$ cat src/rtl/kga_pkg.sv
package kga_pkg;

  // Grid geometry
  localparam int GRID_SIZE = 64;
  localparam int CELLS     = GRID_SIZE * GRID_SIZE;
  localparam int CELL_AW   = $clog2(CELLS);

  // Field widths
  localparam int COORD_W = 6;
  localparam int SAMP_W  = 16;
  localparam int WPS_W   = 11;
  localparam int SCALE_W = 32;
  localparam int PROD_W  = 48;
  localparam int ACC_W   = 40;

  localparam logic [WPS_W-1:0] WPS_RESET = WPS_W'(16);
  localparam logic [WPS_W-1:0] SLOT_MAX  = {WPS_W{1'b1}};

  typedef enum logic [1:0] {
    KIND_HEADER = 2'd0,
    KIND_WEIGHT = 2'd1,
    KIND_READ   = 2'd2
  } kind_e;

  // Header fields of one sample
  typedef struct packed {
    logic signed [SAMP_W-1:0]  sample_real;
    logic signed [SAMP_W-1:0]  sample_imag;
    logic        [SAMP_W-1:0]  density_comp;
    logic        [COORD_W-1:0] x_low;
    logic        [COORD_W-1:0] x_high;
    logic        [COORD_W-1:0] y_low;
    logic        [COORD_W-1:0] y_high;
  } hdr_t;

  // Window walker status
  typedef struct packed {
    logic               active;
    logic [COORD_W-1:0] pos_x;
    logic [COORD_W-1:0] pos_y;
  } win_stat_t;

  // Read request, issued in the accept cycle
  typedef struct packed {
    logic               en;
    logic [CELL_AW-1:0] addr;
  } rd_req_t;

  // Write-back request: an add in the cycle after its read, a clear once the output is free
  typedef struct packed {
    logic                     add;
    logic                     zero;
    logic [CELL_AW-1:0]       addr;
    logic signed [PROD_W-1:0] prod_real;
    logic signed [PROD_W-1:0] prod_imag;
  } wb_req_t;

  function automatic logic in_grid(logic [COORD_W-1:0] x, logic [COORD_W-1:0] y);
    return (32'(x) < 32'(GRID_SIZE)) && (32'(y) < 32'(GRID_SIZE));
  endfunction

  function automatic logic [CELL_AW-1:0] cell_idx(logic [COORD_W-1:0] x,
                                                  logic [COORD_W-1:0] y);
    return CELL_AW'(x) * CELL_AW'(GRID_SIZE) + CELL_AW'(y);
  endfunction

endpackage

$ cat src/rtl/kga_window.sv
module kga_window (
  input  logic                         clk_i,
  input  logic                         rst_ni,
  input  logic                         cfg_we_i,
  input  logic [kga_pkg::WPS_W-1:0]    cfg_wdata_i,
  input  logic                         load_i,
  input  logic                         step_i,
  input  kga_pkg::hdr_t                hdr_i,
  output kga_pkg::win_stat_t           stat_o,
  output logic signed [kga_pkg::SCALE_W-1:0] scaled_real_o,
  output logic signed [kga_pkg::SCALE_W-1:0] scaled_imag_o
);
  import kga_pkg::*;

  logic [WPS_W-1:0]          wps_q;
  logic signed [SCALE_W-1:0] scaled_real_q, scaled_real_d;
  logic signed [SCALE_W-1:0] scaled_imag_q, scaled_imag_d;
  logic [COORD_W-1:0]        xl_q, xl_d, xh_q, xh_d, yl_q, yl_d, yh_q, yh_d;
  logic [COORD_W-1:0]        px_q, px_d, py_q, py_d;
  logic [WPS_W-1:0]          slot_q, slot_d, slot_inc;
  logic                      done_q, done_d;
  logic                      active;
  logic signed [SAMP_W:0]    dcf_s;
  logic signed [SAMP_W*2:0]  mul_re, mul_im;

  assign active = !done_q && (slot_q < wps_q);
  assign dcf_s  = $signed({1'b0, hdr_i.density_comp});
  assign mul_re = hdr_i.sample_real * dcf_s;
  assign mul_im = hdr_i.sample_imag * dcf_s;
  assign slot_inc = (slot_q == SLOT_MAX) ? slot_q : slot_q + WPS_W'(1);

  // Header load and column-major walk
  always_comb begin
    scaled_real_d = scaled_real_q;
    scaled_imag_d = scaled_imag_q;
    xl_d = xl_q;
    xh_d = xh_q;
    yl_d = yl_q;
    yh_d = yh_q;
    px_d = px_q;
    py_d = py_q;
    slot_d = slot_q;
    done_d = done_q;
    if (load_i) begin
      scaled_real_d = mul_re[SCALE_W-1:0];
      scaled_imag_d = mul_im[SCALE_W-1:0];
      xl_d = hdr_i.x_low;
      xh_d = hdr_i.x_high;
      yl_d = hdr_i.y_low;
      yh_d = hdr_i.y_high;
      px_d = hdr_i.x_low;
      py_d = hdr_i.y_low;
      slot_d = '0;
      done_d = (hdr_i.x_high < hdr_i.x_low) || (hdr_i.y_high < hdr_i.y_low);
    end else if (step_i) begin
      if (active) begin
        if (py_q == yh_q) begin
          py_d = yl_q;
          if (px_q == xh_q) begin
            done_d = 1'b1;
          end else begin
            px_d = px_q + COORD_W'(1);
          end
        end else begin
          py_d = py_q + COORD_W'(1);
        end
      end
      slot_d = slot_inc;
      if (slot_inc >= wps_q) begin
        done_d = 1'b1;
      end
    end
  end

  always_ff @(posedge clk_i or negedge rst_ni) begin
    if (!rst_ni) begin
      wps_q         <= WPS_RESET;
      scaled_real_q <= '0;
      scaled_imag_q <= '0;
      xl_q   <= '0;
      xh_q   <= '0;
      yl_q   <= '0;
      yh_q   <= '0;
      px_q   <= '0;
      py_q   <= '0;
      slot_q <= '0;
      done_q <= 1'b1;
    end else begin
      if (cfg_we_i) begin
        wps_q <= cfg_wdata_i;
      end
      scaled_real_q <= scaled_real_d;
      scaled_imag_q <= scaled_imag_d;
      xl_q   <= xl_d;
      xh_q   <= xh_d;
      yl_q   <= yl_d;
      yh_q   <= yh_d;
      px_q   <= px_d;
      py_q   <= py_d;
      slot_q <= slot_d;
      done_q <= done_d;
    end
  end

  assign stat_o.active = active;
  assign stat_o.pos_x  = px_q;
  assign stat_o.pos_y  = py_q;
  assign scaled_real_o = scaled_real_q;
  assign scaled_imag_o = scaled_imag_q;

endmodule

$ cat config.mk
export PLATFORM = sky130hd
export DESIGN_NAME = kga_window
export DESIGN_NICKNAME = d
export VERILOG_FILES = /design/src/rtl/kga_pkg.sv /design/src/rtl/kga_window.sv
export SDC_FILE = /design/constraint.sdc
export NUM_CORES = 2
export LEC_CHECK = 0
export BUFFER_PORTS_ARGS = -buffer_cell sky130_fd_sc_hd__buf_2
export CORE_AREA = 2 2 193 233
export DETAILED_ROUTE_END_ITERATION = 6
export DIE_AREA = 0 0 195 235
export PLACE_DENSITY_LB_ADDON = 0.15
export SYNTH_ARGS = -nofsm -noshare
export SYNTH_HDL_FRONTEND = slang
export SYNTH_SLANG_ARGS = --single-unit
$ cat constraint.sdc
create_clock -name clk_i -period 4.2 [get_ports clk_i]
set_input_delay 1.05 -clock clk_i [delete_from_list [all_inputs] [get_ports clk_i]]
set_output_delay 1.05 -clock clk_i [all_outputs]
set_load 0.05 [all_outputs]
== Word level (Yosys, flattened, before mapping) ==
Cells that the tools add are included.
Storage, ports and cells
  register bits after elaboration: 117
  word-level logic and storage cells: 53
Operators by class
  add/sub/neg operators: 3
  multiply operators: 2
  magnitude comparators: 4
  equality and inequality tests: 4
  multiplexer cells: 18
  reductions and logical operators: 12
Operator list (number)
  $mul 16x17->32: 2
  $mux 6: 9
  $mux 11: 3
  $add 6x1->6 const B: 2
  $eq 6x6->1: 2
  $lt 6x6->1: 2
  $add 11x1->11 const B: 1
  $eq 11x11->1 const B: 1
  $ge 11x11->1: 1
  $lt 11x11->1: 1
  $reduce_bool 3->1: 3
  $reduce_and 4->1: 2
  $mux 1: 6
  $reduce_bool 2->1: 3
  $ne 2x2->1 const B: 1
  $reduce_and 2->1: 1
  $logic_and 1x1->1: 1
  $logic_not 1->1: 1
  $logic_or 1x1->1: 1

== Longest topological paths before layout ==
  word-level depth: 7
  mapped depth: 22
  mapped depth without buffers: 20

== Worst setup path before layout ==
Ideal clock, no wire load.
  kind: input port to flip-flop
  start: input port hdr_i[41] (netlist name)
  end: register scaled_imag_q[17] (netlist: scaled_imag_o[17])
  library setup time: 125 ps
  arrival: 6304 ps
  data required time: 4075 ps
  path slack: -2229 ps
  stages on the path: 20
  path buffers: 2
  cells stage by stage: clkbuf_1 nand2_1 fa_1 fa_1 fa_1 fa_1 inv_1 fa_1 inv_1 fa_1 inv_1 ha_1 buf_2 o21a_1 a21o_1 a211o_1 a211oi_1 o31ai_1 xor2_1 mux2_2
Between the ends
  word-level cells in the longest chain between the ends: 1
Ends and longest elaborated chain
  start, declared: RTL line kga_window.sv:8  | input kga_pkg::hdr_t hdr_i,
  $mul 16x17->32: RTL line kga_window.sv:29  | assign mul_im = hdr_i.sample_imag * dcf_s;
  end signal, assigned: RTL line kga_window.sv:93  | scaled_imag_q <= scaled_imag_d;
  end, declared: RTL line kga_window.sv:17  | logic signed [SCALE_W-1:0] scaled_imag_q, scaled_imag_d;
No other way between the ends.
A chain may end at the register's enable or synchronous reset.

== Worst setup path in the final report ==
  start: input port hdr_i[41] (netlist name)
  end: register scaled_imag_q[21] (netlist: scaled_imag_o[21])
The elaborated chain is that of the path after synthesis.

==> results.md <==
### Clock tree
* Skew-Pair Late Insertion Delay: 0.43 ns
* number of hold buffers added after cts: 0
* Max Root-Sink Buffers: 2
* Worst-path clk slew: 0.06 ns
* number of buffers added by the clock tree synthesis step: 17
* Clock H-tree levels: 4
* TritonCTS clock tree: yes
* Sink Count: 117
* Clk Tree Root Cell: clkbuf_16

### Hold path
* cell depth of the worst hold path: 2
* Hold Path Origin: scaled_imag_o[7]$_DFFE_PN0P_
* hold crit path type: reg -> reg

### Global routing
* vias in the first global route: 21130
* final global-route overflow total: 0
* antenna violations before repair: 3
* largest net degree at the start of global routing: 122
* first-pass GRT wire length: 105.2 mm
* combined global-route utilization of all metal layers: 28.44%

### Setup path
* R2R cell count: 14
* Worst path slowest cell: fa_1
* biggest fanout along the worst timing path: 6
* register-to-register path setup slack: 1.06 ns
* worst setup path startpoint: hdr_i[41]
* Worst R2R Start: slot_q[0]$_DFFE_PN0P_
* Slowest Stage Delay on Critical Path: 0.57 ns
* Largest delay share family, worst path: adder cells
* cell breakdown of the critical path: clkbuf_4 -> buf_4 -> nand2_1 -> fa_1 -> fa_1 -> fa_1 -> inv_2 -> fa_1 -> fa_1 -> inv_2 -> fa_1 -> inv_2 -> ha_4 -> nand2_4 -> o211a_4 -> buf_6 -> o31ai_4 -> a31oi_4 -> o21bai_1 -> xor2_1 -> mux2_4
* cell seen most often among critical-path stages: fa_1
* startpoint kind of the worst setup timing path: primary input
* number of buffers and inverters on the critical path: 6
* critical path data required time: 4.51 ns
* critical path depth in cells: 21
* CP endpoint kind: flop
* data arrival time of the worst path: 6.44 ns
* critical path class: in -> reg

### Finish
* final layout net count: 3766
* share of layout cells above drive strength 1: 30.28%
* most used cells in the layout excluding fill and tap cells: inv_1 (487), fa_1 (363), nand2_1 (303), buf_4 (297), ha_1 (229)
* post-route insts no fill: 3597
* most frequent standard cell in the layout excluding fill and tap cells: inv_1
* Layout Area Growth over Synthesis: 29.54%
* final instance area: 30290 µm²

### Synthesis
* total of warnings raised by yosys: 0
* count of distinct cell types in the synthesized netlist: 66
* EDFF count, synth: 0
* average instance area after synthesis: 9.006 µm²
* sequential element share of the synthesized area: 12.53%
* Async S/R FF share, synth: 100.0%
* area share of the leading cell type in the synthesized netlist: 33.22%
* top cells by area in the synthesized netlist: fa_1 (33%), ha_1 (14%), dfrtp_1 (12%)
* largest area contributor in the synthesized netlist: fa_1
* number of synthesized register bits: 117
* most common flop cell mapped by yosys: dfrtp_1
* Post-Synthesis Cells: 2596
* post-synthesis instance area: 23380 µm²
* number of nets in the synthesized netlist: 3340

### Die
* initial standard-cell utilization of the core: 53.73%
* I/O pin count: 165
* full die area: 45830 µm²
* horizontal die dimension: 195 µm
* row count: 84
* Die H: 235 µm
* area of the core: 43510 µm²

### Run status
* failing checks: setup timing
* result of the run: finished, violations left

### Placement
* final weighted congestion in routability-driven placement: 0.8836
* post-placement cell count: 3505
* area after detailed placement: 27530 µm²
* detailed placement HPWL: 51.01 mm
* number of I/O port buffers: 164

### Drt
* routed length per instance: 17.60 µm
* total via count after detailed routing: 19150
* Detail Route Antenna Nets: 0
* first-pass iteration count of the detailed router: 6
* number of remaining DRC errors: 0
* Routed Wire Length: 63.32 mm
* vias per cell: 5.324
* number of DRC violations after detailed-routing iteration 0: 949

### STA
* maximum clock skew at final layout: 0.007960 ns
* count of final hold-check violations: 0
* total negative setup slack: -80.51 ns
* clock period minus final worst setup slack: 6.124 ns
* # setup viols final: 52
* Slew Limit Fails: 0
* maximum clock rate: 163.3 MHz
* Worst Slack Setup Final: -1.924 ns
* Final period util: 145.8%
* unrepaired setup endpoints after global routing: yes
* worst max-slew margin expressed relative to the limit: 56.05%
* hold slack final: 0.5017 ns
* Least-Margin Pin Slew: 0.6592 ns

### Job
* max-cap violation count: 0

## cell usage after synthesis, types with 12 or more instances
cell type / n
inv_1: 526
fa_1: 388
nand2_1: 332
ha_1: 268
and2_1: 234
dfrtp_1: 115
clkbuf_1: 110
nor2_1: 85
a21oi_1: 66
mux2_2: 57
o21ai_0: 55
xnor2_1: 48
a21o_1: 31
nand3_1: 26
xor2_1: 25
nand2b_1: 22
nand4_1: 17
nor3_1: 14
a31oi_1: 12
## through the flow
stage | worst slack, ns | utilization, %
final | -1.924 | 69.60
after global routing | -2.063 | 69.60
after CTS | -1.900 | 66.95
after detailed placement | -2.519 | 63.27
after global placement | -2.431 | 63.27
after floorplan | -2.044 | -
## per-layer routing
metal  vias to the layer above  wire [µm]  track usage [%]
met5                         -          0                0
met3                        93       3183            4.162
li1                       8885          -                -
met2                       496      31230            48.04
met1                      9676      27240            37.73
met4                         0       1659            9.183
## area by class of cell
class | instances | area, µm²
antenna | 3 | 7.507
timing repair buffer | 527 | 4305
clock buffer | 18 | 439.2
clock inverter | 14 | 178.9
multi-input combinational | 1831 | 19740
fill | 3343 | 13230
sequential | 117 | 2930
tap | 559 | 699.4
inverter | 528 | 1982
## final timing paths
kind	to
worst max-delay path	scaled_imag_o[21]$_DFFE_PN0P_
worst min-delay path	scaled_imag_o[7]$_DFFE_PN0P_
worst max register to register	done_q$_DFFE_PN1P_
worst min register to register	scaled_imag_o[7]$_DFFE_PN0P_
max in group asynchronous	done_q$_DFFE_PN1P_
min in group asynchronous	scaled_real_o[25]$_DFFE_PN0P_
## cell families (layout without fill, tap and decap cells)
logic type	Yosys count	in the layout	synth area share, %
AO/OA/AOI/OAI	269	269	7.663
XOR/XNOR	73	73	2.735
AND/OR/NAND/NOR	768	768	15.98
multiplexers	65	65	3.088
flip-flops	117	117	12.53
buffers and inverters	648	1087	10.44
adder cells (fa/ha/maj)	656	656	47.57
other	0	3	0
## state kept, by name, summed over array words and instances, names as in the netlist
register	flops
xh_q	6
wps_q	11
px_q	6
scaled_real_o	32
done_q	1
py_q	6
yl_q	6
slot_q	11
scaled_imag_o	32
yh_q	6
## worst min-delay path: cells and delay by family, from the launching register on
family	cells	cell delay, ns
AND/OR/NAND/NOR	1	0.05
AO/OA/AOI/OAI	1	0.07
flip-flops	1	0.34
## what timing repair did
action	4_1_cts	5_1_grt
endpoints found under the setup margin	53	52
cloned	0	2
resized for setup	175	213
endpoints found under the hold margin	0	0
buffers inserted	26	35
pin swaps	72	137
Power is not shown: default switching activity piles up to over one toggle a cycle in this logic, so the estimate is an artifact.
